## config.mk

```make
export PLATFORM = sky130hd
export DESIGN_NAME = sql_token_scanner_core
export DESIGN_NICKNAME = d
export VERILOG_FILES = /design/src/hdl/sqlts_pkg.sv /design/src/hdl/sqlts_kw_match.sv /design/src/hdl/sqlts_rsp_fifo.sv /design/src/hdl/sql_token_scanner_core.sv
export SDC_FILE = /design/constraint.sdc
export NUM_CORES = 1
export LEC_CHECK = 0
export ABC_CLOCK_PERIOD_IN_PS = 4000
export BUFFER_PORTS_ARGS = -buffer_cell sky130_fd_sc_hd__clkbuf_2
export CORE_MARGIN = 3
export CORE_UTILIZATION = 35
export CTS_BUF_LIST = sky130_fd_sc_hd__clkbuf_2
export CTS_CLUSTER_DIAMETER = 150
export DETAILED_ROUTE_END_ITERATION = 10
export PLACE_DENSITY = 0.61
export SLEW_MARGIN = 10
export SYNTH_ARGS = -nofsm -noshare
export SYNTH_HDL_FRONTEND = slang
export SYNTH_SLANG_ARGS = --single-unit
```

## constraint.sdc

```tcl
create_clock -name clock -period 4 [get_ports clock]
set_input_delay 0.4 -clock clock [delete_from_list [all_inputs] [get_ports clock]]
set_output_delay 0.4 -clock clock [all_outputs]
set_load 0.05 [all_outputs]
```

## src/hdl/sqlts_pkg.sv

```systemverilog
package sqlts_pkg;

   // One input item: a text byte, or the end marker.
   typedef struct packed {
      logic [7:0] text_byte;
      logic       end_of_text;
   } req_type;

   // One result item: a token.
   typedef struct packed {
      logic [4:0]  token_kind;
      logic [15:0] token_start;
      logic [15:0] token_length;
      logic [7:0]  single_char;
      logic        last_of_run;
   } rsp_type;

   // Token kinds.
   localparam logic [4:0] KIND_END     = 5'd0;
   localparam logic [4:0] KIND_IDENT   = 5'd1;
   localparam logic [4:0] KIND_NUMBER  = 5'd2;
   localparam logic [4:0] KIND_STRING  = 5'd3;
   localparam logic [4:0] KIND_LPAREN  = 5'd4;
   localparam logic [4:0] KIND_RPAREN  = 5'd5;
   localparam logic [4:0] KIND_COMMA   = 5'd6;
   localparam logic [4:0] KIND_SEMI    = 5'd7;
   localparam logic [4:0] KIND_STAR    = 5'd8;
   localparam logic [4:0] KIND_OPER    = 5'd9;
   localparam logic [4:0] KIND_UNKNOWN = 5'd10;
   localparam logic [4:0] KIND_KW_BASE = 5'd11;

   // Keyword table. Text is left-aligned and padded with spaces to eight
   // bytes; the first character sits in the top byte.
   localparam int KW_COUNT   = 17;
   localparam int KW_MAX_LEN = 8;

   localparam logic [KW_MAX_LEN*8-1:0] KW_TEXT [KW_COUNT] = '{
      "CREATE  ", "DROP    ", "TABLE   ", "DATABASE", "PRIMARY ", "USE     ",
      "INSERT  ", "INTO    ", "VALUES  ", "SELECT  ", "FROM    ", "WHERE   ",
      "UPDATE  ", "SET     ", "DELETE  ", "INT     ", "STRING  "
   };

   localparam logic [3:0] KW_LEN [KW_COUNT] = '{
      4'd6, 4'd4, 4'd5, 4'd8, 4'd7, 4'd3, 4'd6, 4'd4, 4'd6, 4'd6, 4'd4, 4'd5,
      4'd6, 4'd3, 4'd6, 4'd3, 4'd6
   };

   // Depth of the result queue.
   localparam int RSP_DEPTH = 4;

endpackage

```

## src/hdl/sqlts_kw_match.sv

```systemverilog
// Compares the stored upper-case word prefix against every keyword at once.
module sqlts_kw_match #(
   parameter int KEYWORD_BYTES = 8
) (
   input  logic [KEYWORD_BYTES*8-1:0] word_prefix,
   input  logic [15:0]                word_length,
   output logic [4:0]                 word_kind
);

   logic hit;

   always_comb begin
      word_kind = sqlts_pkg::KIND_IDENT;
      hit       = 1'b0;
      for (int k = 0; k < sqlts_pkg::KW_COUNT; k++) begin
         hit = (word_length == 16'(sqlts_pkg::KW_LEN[k]));
         for (int i = 0; i < sqlts_pkg::KW_MAX_LEN; i++) begin
            if (i < int'(sqlts_pkg::KW_LEN[k])) begin
               hit = hit && (word_prefix[i*8 +: 8] ==
                             sqlts_pkg::KW_TEXT[k][(sqlts_pkg::KW_MAX_LEN-1-i)*8 +: 8]);
            end
         end
         if (hit) begin
            word_kind = 5'(sqlts_pkg::KIND_KW_BASE + 5'(k));
         end
      end
   end

endmodule

```

## src/hdl/sqlts_rsp_fifo.sv

```systemverilog
// Small result queue that takes up to two items per cycle and gives one.
module sqlts_rsp_fifo (
   input  logic                clock,
   input  logic                reset,
   input  logic                push_first,
   input  sqlts_pkg::rsp_type  first_item,
   input  logic                push_second,
   input  sqlts_pkg::rsp_type  second_item,
   output logic                room,
   output logic                out_valid,
   input  logic                out_ready,
   output sqlts_pkg::rsp_type  out_item
);

   localparam int DEPTH = sqlts_pkg::RSP_DEPTH;
   localparam int PTR_W = $clog2(DEPTH);
   localparam int CNT_W = $clog2(DEPTH + 1);

   sqlts_pkg::rsp_type slot_ff [DEPTH];
   logic [PTR_W-1:0]   wr_ptr_ff, wr_ptr_in;
   logic [PTR_W-1:0]   rd_ptr_ff, rd_ptr_in;
   logic [CNT_W-1:0]   count_ff, count_in;
   logic [1:0]         push_count;
   logic               pop;

   assign pop        = out_valid && out_ready;
   assign push_count = {1'b0, push_first} + {1'b0, push_second};
   assign wr_ptr_in  = wr_ptr_ff + PTR_W'(push_count);
   assign rd_ptr_in  = rd_ptr_ff + PTR_W'(pop);
   assign count_in   = count_ff + CNT_W'(push_count) - CNT_W'(pop);

   // Two free entries are needed before an item is taken.
   assign room      = (count_ff <= CNT_W'(DEPTH - 2));
   assign out_valid = (count_ff != '0);
   assign out_item  = slot_ff[rd_ptr_ff];

   always_ff @(posedge clock) begin
      if (reset) begin
         wr_ptr_ff <= '0;
         rd_ptr_ff <= '0;
         count_ff  <= '0;
      end else begin
         wr_ptr_ff <= wr_ptr_in;
         rd_ptr_ff <= rd_ptr_in;
         count_ff  <= count_in;
      end
   end

   always_ff @(posedge clock) begin
      if (push_first) begin
         slot_ff[wr_ptr_ff] <= first_item;
      end
      if (push_second) begin
         slot_ff[wr_ptr_ff + PTR_W'(1)] <= second_item;
      end
   end

endmodule

```

## src/hdl/sql_token_scanner_core.sv

```systemverilog
// Channel   Direction  Handshake              Carries
// req_      in         req_valid / req_ready  one text byte or the end marker
// rsp_      out        rsp_valid / rsp_ready  one token: kind, start, length, byte
//
// An item is scanned in the cycle it is accepted, and up to two result items
// are written into a four-entry result queue; a new item can be taken every
// cycle while the queue has two free entries, so the rate is one item per
// cycle whenever tokens leave as fast as they are made. Results leave one per
// cycle, so an item that closes one token and emits another gives the output
// side two results. Reset clears the scan mode, position, open token and queue;
// there is no clearing pass. A stall on rsp_ only reaches req_ready once the
// queue holds more than two items.
module sql_token_scanner_core #(
   parameter int KEYWORD_BYTES = 8,
   parameter int POSITION_BITS = 16
) (
   input  logic               clock,
   input  logic               reset,
   input  logic               req_valid,
   output logic               req_ready,
   input  sqlts_pkg::req_type req_payload,
   output logic               rsp_valid,
   input  logic               rsp_ready,
   output sqlts_pkg::rsp_type rsp_payload
);

   // Scan modes.
   localparam logic [1:0] MODE_IDLE   = 2'd0;
   localparam logic [1:0] MODE_WORD   = 2'd1;
   localparam logic [1:0] MODE_NUMBER = 2'd2;
   localparam logic [1:0] MODE_STRING = 2'd3;

   localparam int IDX_W = $clog2(KEYWORD_BYTES);

   // Scanner state.
   logic [1:0]               mode_ff, mode_in;
   logic [15:0]              start_ff, start_in;
   logic [15:0]              length_ff, length_in;
   logic [POSITION_BITS-1:0] pos_ff, pos_in;
   logic [7:0]               prefix_ff [KEYWORD_BYTES];
   logic                     prefix_we;
   logic [IDX_W-1:0]         prefix_idx;
   logic [7:0]               prefix_data;

   logic [KEYWORD_BYTES*8-1:0] prefix_vec;
   logic [4:0]                 word_kind;

   logic                     accept;
   logic [7:0]               b;
   logic                     is_letter, is_digit, is_space, is_quote, is_word;
   logic [7:0]               b_upper;
   logic [15:0]              pos16, pos16_next;
   logic [POSITION_BITS-1:0] pos_next;
   logic [15:0]              length_sat;

   // What scanning the byte from idle would do.
   logic                     idle_emit;
   logic [4:0]               idle_kind;

   // Up to two tokens per item: the closed one, then a new or END one.
   logic                     tok_a_vld, tok_b_vld;
   sqlts_pkg::rsp_type       tok_a, tok_b;
   sqlts_pkg::rsp_type       first_item, second_item;
   logic                     push_first, push_second;
   logic                     room;

   assign accept = req_valid && req_ready;
   assign req_ready = room;

   assign b         = req_payload.text_byte;
   assign is_letter = (b >= "A" && b <= "Z") || (b >= "a" && b <= "z");
   assign is_digit  = (b >= "0" && b <= "9");
   assign is_space  = (b == " ") || (b >= 8'd9 && b <= 8'd13);
   assign is_quote  = (b == "\"");
   assign is_word   = is_letter || is_digit || (b == "_");
   assign b_upper   = (b >= "a" && b <= "z") ? b - 8'd32 : b;

   assign pos_next   = pos_ff + {{(POSITION_BITS-1){1'b0}}, 1'b1};
   assign pos16      = 16'(pos_ff);
   assign pos16_next = 16'(pos_next);
   assign length_sat = (length_ff == 16'hFFFF) ? length_ff : length_ff + 16'd1;

   always_comb begin
      for (int i = 0; i < KEYWORD_BYTES; i++) begin
         prefix_vec[i*8 +: 8] = prefix_ff[i];
      end
   end

   sqlts_kw_match #(
      .KEYWORD_BYTES(KEYWORD_BYTES)
   ) u_kw_match (
      .word_prefix(prefix_vec),
      .word_length(length_ff),
      .word_kind  (word_kind)
   );

   // One-byte token kinds; everything that is not space, word, number or
   // string start is emitted on its own.
   always_comb begin
      case (b)
         "(":           idle_kind = sqlts_pkg::KIND_LPAREN;
         ")":           idle_kind = sqlts_pkg::KIND_RPAREN;
         ",":           idle_kind = sqlts_pkg::KIND_COMMA;
         ";":           idle_kind = sqlts_pkg::KIND_SEMI;
         "*":           idle_kind = sqlts_pkg::KIND_STAR;
         "=", ">", "<": idle_kind = sqlts_pkg::KIND_OPER;
         default:       idle_kind = sqlts_pkg::KIND_UNKNOWN;
      endcase
   end

   assign idle_emit = !(is_space || is_letter || is_digit || is_quote);

   // The token that closes the open word, number or string.
   always_comb begin
      tok_a              = '0;
      tok_a.token_start  = start_ff;
      tok_a.token_length = length_ff;
      case (mode_ff)
         MODE_WORD:   tok_a.token_kind = word_kind;
         MODE_NUMBER: tok_a.token_kind = sqlts_pkg::KIND_NUMBER;
         MODE_STRING: tok_a.token_kind = sqlts_pkg::KIND_STRING;
         default:     tok_a.token_kind = sqlts_pkg::KIND_END;
      endcase
   end

   always_comb begin
      mode_in     = mode_ff;
      start_in    = start_ff;
      length_in   = length_ff;
      pos_in      = pos_ff;
      prefix_we   = 1'b0;
      prefix_idx  = '0;
      prefix_data = b_upper;
      tok_a_vld   = 1'b0;
      tok_b_vld   = 1'b0;
      tok_b       = '0;

      if (req_payload.end_of_text) begin
         // Flush whatever is open, then END at the current position.
         tok_a_vld         = (mode_ff != MODE_IDLE);
         tok_b_vld         = 1'b1;
         tok_b.token_kind  = sqlts_pkg::KIND_END;
         tok_b.token_start = pos16;
         mode_in           = MODE_IDLE;
         pos_in            = '0;
      end else begin
         pos_in = pos_next;
         if ((mode_ff == MODE_WORD && is_word) ||
             (mode_ff == MODE_NUMBER && is_digit)) begin
            length_in = length_sat;
            if (mode_ff == MODE_WORD && length_ff < 16'(KEYWORD_BYTES)) begin
               prefix_we  = 1'b1;
               prefix_idx = length_ff[IDX_W-1:0];
            end
         end else if (mode_ff == MODE_STRING) begin
            if (is_quote) begin
               tok_a_vld = 1'b1;
               mode_in   = MODE_IDLE;
            end else begin
               length_in = length_sat;
            end
         end else begin
            // Idle, or a word or number ended by this byte: close it and scan
            // the same byte from idle.
            tok_a_vld = (mode_ff != MODE_IDLE);
            mode_in   = MODE_IDLE;
            if (is_letter) begin
               mode_in   = MODE_WORD;
               start_in  = pos16;
               length_in = 16'd1;
               prefix_we = 1'b1;
            end else if (is_digit) begin
               mode_in   = MODE_NUMBER;
               start_in  = pos16;
               length_in = 16'd1;
            end else if (is_quote) begin
               // String text starts after the opening quote.
               mode_in   = MODE_STRING;
               start_in  = pos16_next;
               length_in = 16'd0;
            end
            tok_b_vld          = idle_emit;
            tok_b.token_kind   = idle_kind;
            tok_b.token_start  = pos16;
            tok_b.token_length = 16'd1;
            tok_b.single_char  = b;
         end
      end
   end

   // Pack the tokens into queue writes and mark the final one of the item.
   always_comb begin
      first_item              = tok_a_vld ? tok_a : tok_b;
      first_item.last_of_run  = !(tok_a_vld && tok_b_vld);
      second_item             = tok_b;
      second_item.last_of_run = 1'b1;
      push_first              = accept && (tok_a_vld || tok_b_vld);
      push_second             = accept && tok_a_vld && tok_b_vld;
   end

   always_ff @(posedge clock) begin
      if (reset) begin
         mode_ff   <= MODE_IDLE;
         start_ff  <= '0;
         length_ff <= '0;
         pos_ff    <= '0;
      end else if (accept) begin
         mode_ff   <= mode_in;
         start_ff  <= start_in;
         length_ff <= length_in;
         pos_ff    <= pos_in;
      end
   end

   always_ff @(posedge clock) begin
      if (accept && prefix_we) begin
         prefix_ff[prefix_idx] <= prefix_data;
      end
   end

   sqlts_rsp_fifo u_rsp_fifo (
      .clock      (clock),
      .reset      (reset),
      .push_first (push_first),
      .first_item (first_item),
      .push_second(push_second),
      .second_item(second_item),
      .room       (room),
      .out_valid  (rsp_valid),
      .out_ready  (rsp_ready),
      .out_item   (rsp_payload)
   );

endmodule
```

Yosys cells after proc, flatten, opt, wreduce, memory -nomap -nowiden
Memories as Yosys holds them, arrays and structs flattened. A register that Yosys moved wholly into a read port is not among the register bits.
Cells that the tools add are included.
{"block": "totals", "latch_bits": 0, "wordCells": 292, "n_memories": 2, "mem_bits_ro": 0, "reg_bits": 57, "ramBits": 248}
{"name": "u_rsp_fifo.slot_ff", "depth": 4, "word_bits": 46, "rd": 1, "rd_clocked_by_memory_dff": 1, "write_ports": 2, "line_no": "sqlts_rsp_fifo.sv:19", "source": "sqlts_pkg::rsp_type slot_ff [DEPTH];"}
{"name": "prefix_ff", "depth": 8, "word_bits": 8, "rd": 8, "rd_clocked_by_memory_dff": 0, "write_ports": 1, "line_no": "sql_token_scanner_core.sv:40", "source": "logic [7:0] prefix_ff [KEYWORD_BYTES];"}
{"block": "op_classes", "n_bitwise": 3, "multipliers": 0, "order_cmp": 10, "reduce_logical": 120, "addsub": 9, "shifts": 0, "muxes": 65, "eq_ne": 76, "div": 0}
{"op": "$eq 8x7->1 const B", "n": 53}
{"op": "$mux 16", "n": 11}
{"op": "$logic_and 1x1->1", "n": 101}
{"op": "$mux 45", "n": 2}
{"op": "$eq 8x6->1 const B", "n": 10}
{"op": "$eq 16x3->1 const B", "n": 4}
{"op": "$mux 5", "n": 12}
{"op": "$mux 46", "n": 1}
{"op": "$add 16x1->16 const B", "n": 2}
{"op": "$mux 24", "n": 1}
{"op": "$pmux 4 s6", "n": 1}
{"op": "$mux 21", "n": 1}
{"op": "$mux 4", "n": 5}
{"op": "$mux 1", "n": 18}
{"op": "$eq 16x16->1 const B", "n": 1}
{"op": "$eq 16x2->1 const B", "n": 1}
{"op": "$eq 16x4->1 const B", "n": 1}
{"op": "$ge 8x7->1 const B", "n": 2}
{"op": "$le 8x7->1 const B", "n": 2}
{"op": "$lt 16x4->1 const B", "n": 1}
{"op": "$mux 2", "n": 8}
{"op": "$pmux 5 s3", "n": 1}
{"op": "$logic_or 1x1->1", "n": 9}
{"op": "$mux 3", "n": 3}
{"op": "26 further kinds", "n": 32}

Logic depth before layout (Yosys ltp)
Gate-level depths: netlist (run 1).
An unclocked memory read counts as a cell.
{"block": "logic_depth", "word_depth": 27, "depth_mapped": 16, "mapped_depth_nobuf": 15}

Modules after synthesis
Synthesis (run 1) repeated with hierarchy kept, for this count alone.
{"block": "unflattened", "hier_cells": 1264, "area_unflattened_um2": 16499.6}
{"module": "sqlts_rsp_fifo", "n_inst": 1, "seq_area_each_um2": 5665.4, "area_each_um2": 9476.6, "cells_each": 491}
{"module": "sql_token_scanner_core", "n_inst": 1, "seq_area_each_um2": 2922.8, "area_each_um2": 5923.2, "cells_each": 610}
{"module": "sqlts_kw_match", "n_inst": 1, "seq_area_each_um2": 0.0, "area_each_um2": 1099.8, "cells_each": 163}

Worst setup path after synthesis (run 1)
No wires, ideal clock.
{"block": "synth_path", "kind": "flip-flop to flip-flop", "startpoint": "register u_rsp_fifo.count_ff[1]", "endpoint": "memory u_rsp_fifo.slot_ff[1][1] (netlist bit) (enable)", "stages_incl_launch_ff": 8, "setup_ps": 384, "arrival_ps": 3132, "setup_slack_ps": 484, "synth_period_minus_slack_ps": 3516, "required_ps": 3616, "path_cell_list": "dfxtp_1 -> a21oi_1 -> nand2_1 -> or4_1 -> buf_2 -> and2_4 -> buf_6 -> inv_1"}
{"element": "from (decl)", "line_no": "sqlts_rsp_fifo.sv:22", "source": "logic [CNT_W-1:0] count_ff, count_in;"}
{"element": "from (signal assigned)", "line_no": "sqlts_rsp_fifo.sv:45", "source": "count_ff <= count_in;"}
{"element": "to (decl)", "line_no": "sqlts_rsp_fifo.sv:19"}

==> impl_metrics.py, run 1 <==
metrics = {
    "cts": {
        "numClockSinks": 305,
        "clockBufferDepth": 3,
        "cts_buffers": 78,
        "cts-root-buf": "clkbuf_2",
        "tritoncts": "yes",
        "cts_max_level": 3,
        "postCtsSetupBuffers": 0,
        "insertion_delay_ns": 1.02,
        "clk_pin_slew_worst_paths_ns": 0.11,
    },
    "sta": {
        "min_period_over_period_pct": 84.9,
        "finalSetupTns_ns": 0,
        "clock.fmax_mhz": 295,
        "clock-skew-final_ns": 0.143,
        "hold_ws_ns": 0.166,
        "slew-limit-headroom_pct": 32.6,
        "hold_viol": 0,
        "setup_viol": 0,
        "grt_setup_unrepaired": "no",
        "layout_min_cycle_time_ns": 3.39,
        "tightest_slew_ns": 1.01,
        "slew_viol_final": 0,
    },
    "logic_synthesis": {
        "synth_fp_nets": 1368,
        "syn_area_per_cell_um2": 11.2,
        "ys_warn_count": 0,
        "synth_edf_count": 180,
        "synthArstFlopShare_pct": 0,
        "ys_seq_area_share_pct": 52.5,
        "synth.distinct_cells": 83,
        "synth-main-ff-cell": "edfxtp_1",
        "synth_seq_cells": 305,
        "synthCells": 1340,
        "netlist_area_mm2": 0.0151,
    },
    "pwr": {
        "seq_power_share_pct": 48.4,
        "p_clk_share_pct": 27.7,
        "power.density_mw_per_mm2": 451,
        "p_sw_share_pct": 35.4,
        "leakage_nw": 5.55,
        "combPwrFrac_pct": 24.0,
        "ir_drop_mv": 0.253,
        "p_sw_w": 0.00270,
        "internal_power_w": 0.00492,
    },
    "floorplanning": {
        "initial_utilization_pct": 35.6,
        "die_h_um": 213,
        "die_w_um": 213,
        "die_area_mm2": 0.0455,
        "core_mm2": 0.0422,
        "io_pins": 61,
        "placementRows": 75,
    },
    "routing": {
        "routed.top_layer": "met4",
        "firstDrtPassIters": 5,
        "vias": 12100,
        "drtIter0Drc": 1211,
        "dr_wl_met3_mm": 3.91,
        "drtAntennaViolNets": 0,
        "met2_length_mm": 20.0,
        "totalWireLength_mm": 43.9,
        "wire_per_inst_um": 21.5,
        "drc": 0,
        "drt-met1-wl_mm": 19.0,
        "vias_per_cell": 5.93,
    },
    "grt": {
        "grt_start_max_net_pins": 62,
        "grt.total_usage_pct": 19.3,
        "grt_pass1_wl_mm": 68.4,
        "overflow": 0,
        "grt_pass1_vias": 11800,
        "antenna_found_initial": 3,
    },
    "setup_path": {
        "crit_path_start_kind": "register",
        "required_ns": 3.60,
        "critPathTopFamily": "flip-flops",
        "crit_chain": "mux4_2, clkbuf_2",
        "cp_slowest_cell": "dfxtp_4",
        "criticalPathCategory": "reg -> out",
        "path_buf_inv": 1,
        "cpPeakStageDelay_ns": 1.04,
        "arrival_ns": 2.99,
        "cp-end-kind": "primary output",
        "cp_max_fo": 47,
    },
    "placement": {
        "hpwl_mm": 29.2,
        "portBuffers": 60,
        "place_congestion": 0.955,
    },
    "final_layout": {
        "nets": 1473,
        "drive_gt1_share_pct": 22.2,
        "regArea_mm2": 0.00791,
        "layout_commonest_cell": "edfxtp_1",
        "syn_to_final_growth_pct": 12.3,
        "final_cell_mix": "edfxtp_1, clkbuf_2, nor2_1",
        "multi_input_area_mm2": 0.00657,
        "n_fill_cell": 4113,
    },
    "flow_run": {
        "maxCapViolCount": 0,
    },
    "hold_path": {
        "hp-class": "in -> reg",
    },
    "run_status": {
        "outcome": "finished clean",
    },
}
## synth_stat cells (6+ instances only)
| library cell | number | share of area (%) |
|---|---|---|
| o22ai_1 | 78 | 3.2 |
| a31oi_1 | 8 | 0.33 |
| nand2b_1 | 10 | 0.42 |
| nor4_1 | 28 | 1.2 |
| nor4b_1 | 10 | 0.58 |
| nand4b_1 | 7 | 0.41 |
| nor2_1 | 132 | 3.3 |
| buf_1 | 8 | 0.20 |
| a21oi_1 | 33 | 1.1 |
| buf_2 | 31 | 1.0 |
| and4_1 | 7 | 0.41 |
| o21ai_0 | 21 | 0.70 |
| nand3b_1 | 9 | 0.45 |
| ha_1 | 14 | 1.2 |
| nand3_1 | 33 | 1.1 |
| a22oi_1 | 20 | 1.0 |
| nor4bb_1 | 7 | 0.47 |
| nor3_1 | 32 | 1.1 |
| or4_1 | 10 | 0.50 |
| nor2b_1 | 12 | 0.50 |
| and3_1 | 10 | 0.42 |
| a21o_1 | 6 | 0.30 |
| dfxtp_1 | 125 | 17 |
| or3_1 | 9 | 0.37 |
| xnor2_1 | 22 | 1.3 |
| inv_1 | 25 | 0.62 |
| a32o_1 | 61 | 4.1 |
| nand4_1 | 40 | 1.7 |
| edfxtp_1 | 180 | 36 |
| and2_1 | 13 | 0.54 |
| mux4_2 | 46 | 6.9 |
| xor2_1 | 7 | 0.41 |
| a211oi_1 | 20 | 1.0 |
| clkbuf_1 | 68 | 1.7 |
| nand2_1 | 89 | 2.2 |
## cells by family (layout without fill, tap and decap cells)
group	count (synthesis)	after routing	synth area share, %
DFF	305	305	52.5
buffers and inverters	138	297	3.95
xor gates and xnor gates	29	29	1.69
and+or+nand+nor	502	502	18.5
muxes	47	47	6.95
AOI/OAI and AO/OA	304	304	15.1
other	0	4	0
adders and majority gates	15	15	1.30
## timing repair
item                                   in CTS  in global routing
hold buffers                               12                  0
endpoints found under the hold margin      50                  0
gates resized for setup                     0                  0
## cell type report
type                            instances  share of cell area, %
Sequential cell                       305                   46.8
Antenna cell                            4                 0.0592
Timing Repair Buffer                  137                   5.52
Tap cell                              539                   3.99
Clock inverter                         15                  0.615
Inverter                               26                  0.578
Multi-Input combinational cell        897                   38.9
Clock buffer                          119                   3.52
## worst reg2reg max path: stages (launching register included)
cell and delay (ns):
dfxtp_1 0.44, nor4_1 0.62, and4b_1 0.43, nand2_1 0.15, nor4_1 0.58, a2111oi_0 0.26
a31oi_1 0.55, a22o_1 0.23
## through the flow
step / area [um^2] / instances / power [W] / worst slack, ns / util [%]
2_1_floorplan: 15100 / 1340 / 0.00506 / 0.484 / -
3_3_place_gp: 16100 / 1892 / 0.00557 / 0.421 / 38.1
3_5_place_dp: 16100 / 1892 / 0.00559 / 0.374 / 38.1
4_1_cts: 16900 / 2038 / 0.00772 / 0.401 / 40.0
5_1_grt: 16900 / 2040 / 0.00802 / 0.330 / 40.0
6_report: 16900 / 2042 / 0.00762 / 0.605 / 40.0
## power by group through the flow
stage | combinational, W | sequential, W | clock, W
2_1_floorplan | 0.00145 | 0.00361 | 0
5_1_grt | 0.00193 | 0.00373 | 0.00236
6_report | 0.00183 | 0.00369 | 0.00211
4_1_cts | 0.00184 | 0.00370 | 0.00219
3_5_place_dp | 0.00182 | 0.00377 | 0
3_3_place_gp | 0.00181 | 0.00376 | 0
## layer usage
| metal | track usage, % | vias up |
|---|---|---|
| met2 | 30.2 | 560 |
| met5 | 0 | - |
| met4 | 5.79 | 0 |
| met3 | 5.09 | 92 |
| li1 | - | 5544 |
| met1 | 26.4 | 5903 |
## registers in the layout (all words and copies together), names as in the netlist
signal,cells
u_rsp_fifo.count_ff,3
start_ff,16
mode_ff,2
pos16,16
u_rsp_fifo.rd_ptr_ff,2
prefix_ff,64
u_rsp_fifo.slot_ff,184
u_rsp_fifo.wr_ptr_ff,2
length_ff,16
## path summary, 6_finish.rpt
path         slack (ns)  depth (start not counted)                        end                       from
max                0.61                          2            rsp_payload[42]    u_rsp_fifo.rd_ptr_ff[0]
min                0.17                          3   u_rsp_fifo.slot_ff[3][6]             req_payload[6]
max reg2reg        0.68                          7  u_rsp_fifo.slot_ff[1][45]              length_ff[12]
min reg2reg        0.47                          1  u_rsp_fifo.slot_ff[0][24]  u_rsp_fifo.slot_ff[0][24]
Power figures use the tool's default switching activity.
==> run 2, diff against run 1 <==
- ABC_AREA: default -> 1
- ABC_CLOCK_PERIOD_IN_PS: 4000 -> 3500
- clock period: 4 -> 3.5 ns (I/O delays scaled with it)
==> impl_metrics.py, run 2 <==
metrics = {
    "setup_path": {
        "cp-startpoint": "u_rsp_fifo.rd_ptr_ff[0]",
        "crit_path_start_kind": "register",
        "arrival_ns": 2.83,
        "cp-end-kind": "primary output",
        "crit_chain": "clkinv_2, buf_4, o21ai_0, o22ai_1, clkbuf_2",
        "cp_slowest_cell": "clkinv_2",
        "cp_max_fo": 36,
        "required_ns": 3.15,
        "r2r-start": "mode_ff[1]",
        "cpPeakStageDelay_ns": 0.38,
        "criticalPathCategory": "reg -> out",
    },
    "final_layout": {
        "largest_reg_flops": 184,
        "fin_util_pct": 39.8,
        "syn_to_final_growth_pct": 11.7,
        "regMostFlops": "u_rsp_fifo.slot_ff",
        "nets": 2301,
        "layout_commonest_cell": "nand2_1",
        "top_regs": "u_rsp_fifo.slot_ff x184, prefix_ff x64",
        "final_cell_mix": "nand2_1, nor2_1, nand3_1",
        "drive_gt1_share_pct": 14.0,
        "stdcell_area_mm2": 0.0187,
        "n_fill_cell": 4830,
    },
    "sta": {
        "slew_viol_final": 0,
        "finalSetupTns_ns": 0,
        "tightest_slew_ns": 0.838,
        "layout_min_cycle_time_ns": 3.18,
        "grt_setup_unrepaired": "no",
        "hold_ws_ns": 0.349,
        "clock-skew-final_ns": 0.110,
        "setup_viol": 0,
        "hold_viol": 0,
        "min_period_over_period_pct": 90.8,
        "clock.fmax_mhz": 315,
        "slew-limit-headroom_pct": 44.1,
    },
    "grt": {
        "overflow": 0,
        "grt_start_max_net_pins": 121,
        "grt.total_usage_pct": 20.9,
        "grt_pass1_vias": 15000,
        "antenna_found_initial": 1,
        "grt_pass1_wl_mm": 82.8,
    },
    "cts": {
        "clk_pin_slew_worst_paths_ns": 0.10,
        "cts-root-buf": "clkbuf_2",
        "insertion_delay_ns": 1.03,
        "numClockSinks": 305,
        "cts_buffers": 80,
        "postCtsSetupBuffers": 0,
        "tritoncts": "yes",
        "cts_max_level": 3,
        "clockBufferDepth": 3,
    },
    "floorplanning": {
        "initial_utilization_pct": 35.6,
        "die_area_mm2": 0.0504,
        "core_mm2": 0.0469,
        "placementRows": 79,
        "die_h_um": 224,
        "io_pins": 61,
        "die_w_um": 224,
    },
    "routing": {
        "firstDrtPassIters": 6,
        "vias": 15600,
        "wire_per_inst_um": 18.2,
        "drc": 0,
        "drtIter0Drc": 1530,
        "vias_per_cell": 5.30,
        "drtAntennaViolNets": 0,
        "totalWireLength_mm": 53.4,
    },
    "logic_synthesis": {
        "synth_top_area_share_pct": 32.4,
        "synth.distinct_cells": 46,
        "ys_seq_area_share_pct": 47.4,
        "synthArstFlopShare_pct": 0,
        "synth_top_area_cell": "edfxtp_1",
        "synthCells": 2155,
        "synth_seq_cells": 305,
        "synth-main-ff-cell": "edfxtp_1",
        "ys_warn_count": 0,
        "synth_edf_count": 180,
        "synth_fp_nets": 2183,
        "synth_common_cells": "nand2_1, nor2_1, nand3_1, o21ai_0, edfxtp_1",
        "netlist_top_cells_area": "edfxtp_1, dfxtp_1, nand2_1, nand3_1, nor2_1",
        "yosysMostFrequentCell": "nand2_1",
        "syn_area_per_cell_um2": 7.75,
        "netlist_area_mm2": 0.0167,
    },
    "pwr": {
        "total_power_w": 0.0112,
        "power.density_mw_per_mm2": 598,
        "ir_drop_mv": 0.298,
        "leakage_nw": 7.53,
    },
    "flow_run": {
        "maxCapViolCount": 0,
    },
    "placement": {
        "place_congestion": 0.917,
        "portBuffers": 60,
        "placed_area_mm2": 0.0178,
        "hpwl_mm": 36.5,
    },
    "run_status": {
        "outcome": "finished clean",
    },
    "hold_path": {
        "hp-class": "in -> reg",
        "min_from": "req_payload[1]",
    },
}
[run 2: cell count changes after synthesis, sizes merged, moves of 46 or more]
cell   change
a32o      -61
o21ai    +219
nand2    +340
inv      +154
nand3    +241
mux4      -46
nor2     +217
[run 2: critical path: cells and delay by family, from the launching register on]
family / cells / cell delay, ns
buffers and inverters: 3 / 1.07
DFF: 1 / 0.34
AOI/OAI and AO/OA: 2 / 0.42
[run 2: worst paths after layout]
check / to / slack (ns) / depth (start not counted)
worst max-delay path: rsp_payload[0] / 0.32 / 5
worst min-delay path: prefix_ff[7][0] / 0.35 / 3
worst max register to register: u_rsp_fifo.count_ff[2] / 0.72 / 14
worst min register to register: u_rsp_fifo.slot_ff[1][10] / 0.47 / 2
[run 2: repair_timing]
action                                 CTS  global route
endpoints found under the hold margin  134             0
resized for setup                        0             2
hold buffers                            13             0
setup endpoints to repair                0             7
[run 2: stage by stage]
step | worst slack (ns) | instances
after floorplan | 0.0457 | 2155
after global placement | 0.206 | 2785
after detailed placement | 0.170 | 2785
after CTS | 0.0299 | 2935
after global routing | 0.113 | 2936
final | 0.322 | 2936
[run 2: report_power, final]
part / switching, W / internal [W] / leakage (nW)
logic: 0.00337 / 0.000909 / 4.29
clock network: 0.00148 / 0.00100 / 0.541
registers: 0.000137 / 0.00425 / 2.70
[run 2: cells by family after synthesis]
kind of cell | Yosys count | synth area share, %
compound gates | 353 | 11.3
xor+xnor | 24 | 1.26
simple gates | 1167 | 31.6
flops | 305 | 47.4
buf+inv | 291 | 7.34
fa+ha+maj | 15 | 1.17
[run 2: area by class of cell]
cell class	count	area [um^2]	area share [%]
multi-input cells	1559	7570	40.6
diodes	1	2.50	0.0134
clock buffers	112	561	3.01
clock inverters	25	153	0.818
inverters	183	693	3.72
well taps	607	759	4.07
flip-flops and latches	305	7910	42.4
repair buffers	144	1000	5.39
[run 2: per-layer routing]
metal / part of all wire (%) / vias to the layer above / wire, um / track usage, %
li1: - / 7589 / - / -
met1: 44 / 7235 / 23700 / 28.2
met2: 45 / 649 / 23900 / 32.4
met3: 8.1 / 102 / 4350 / 5.05
met4: 2.8 / 0 / 1490 / 8.49
met5: 0 / - / 0 / 0
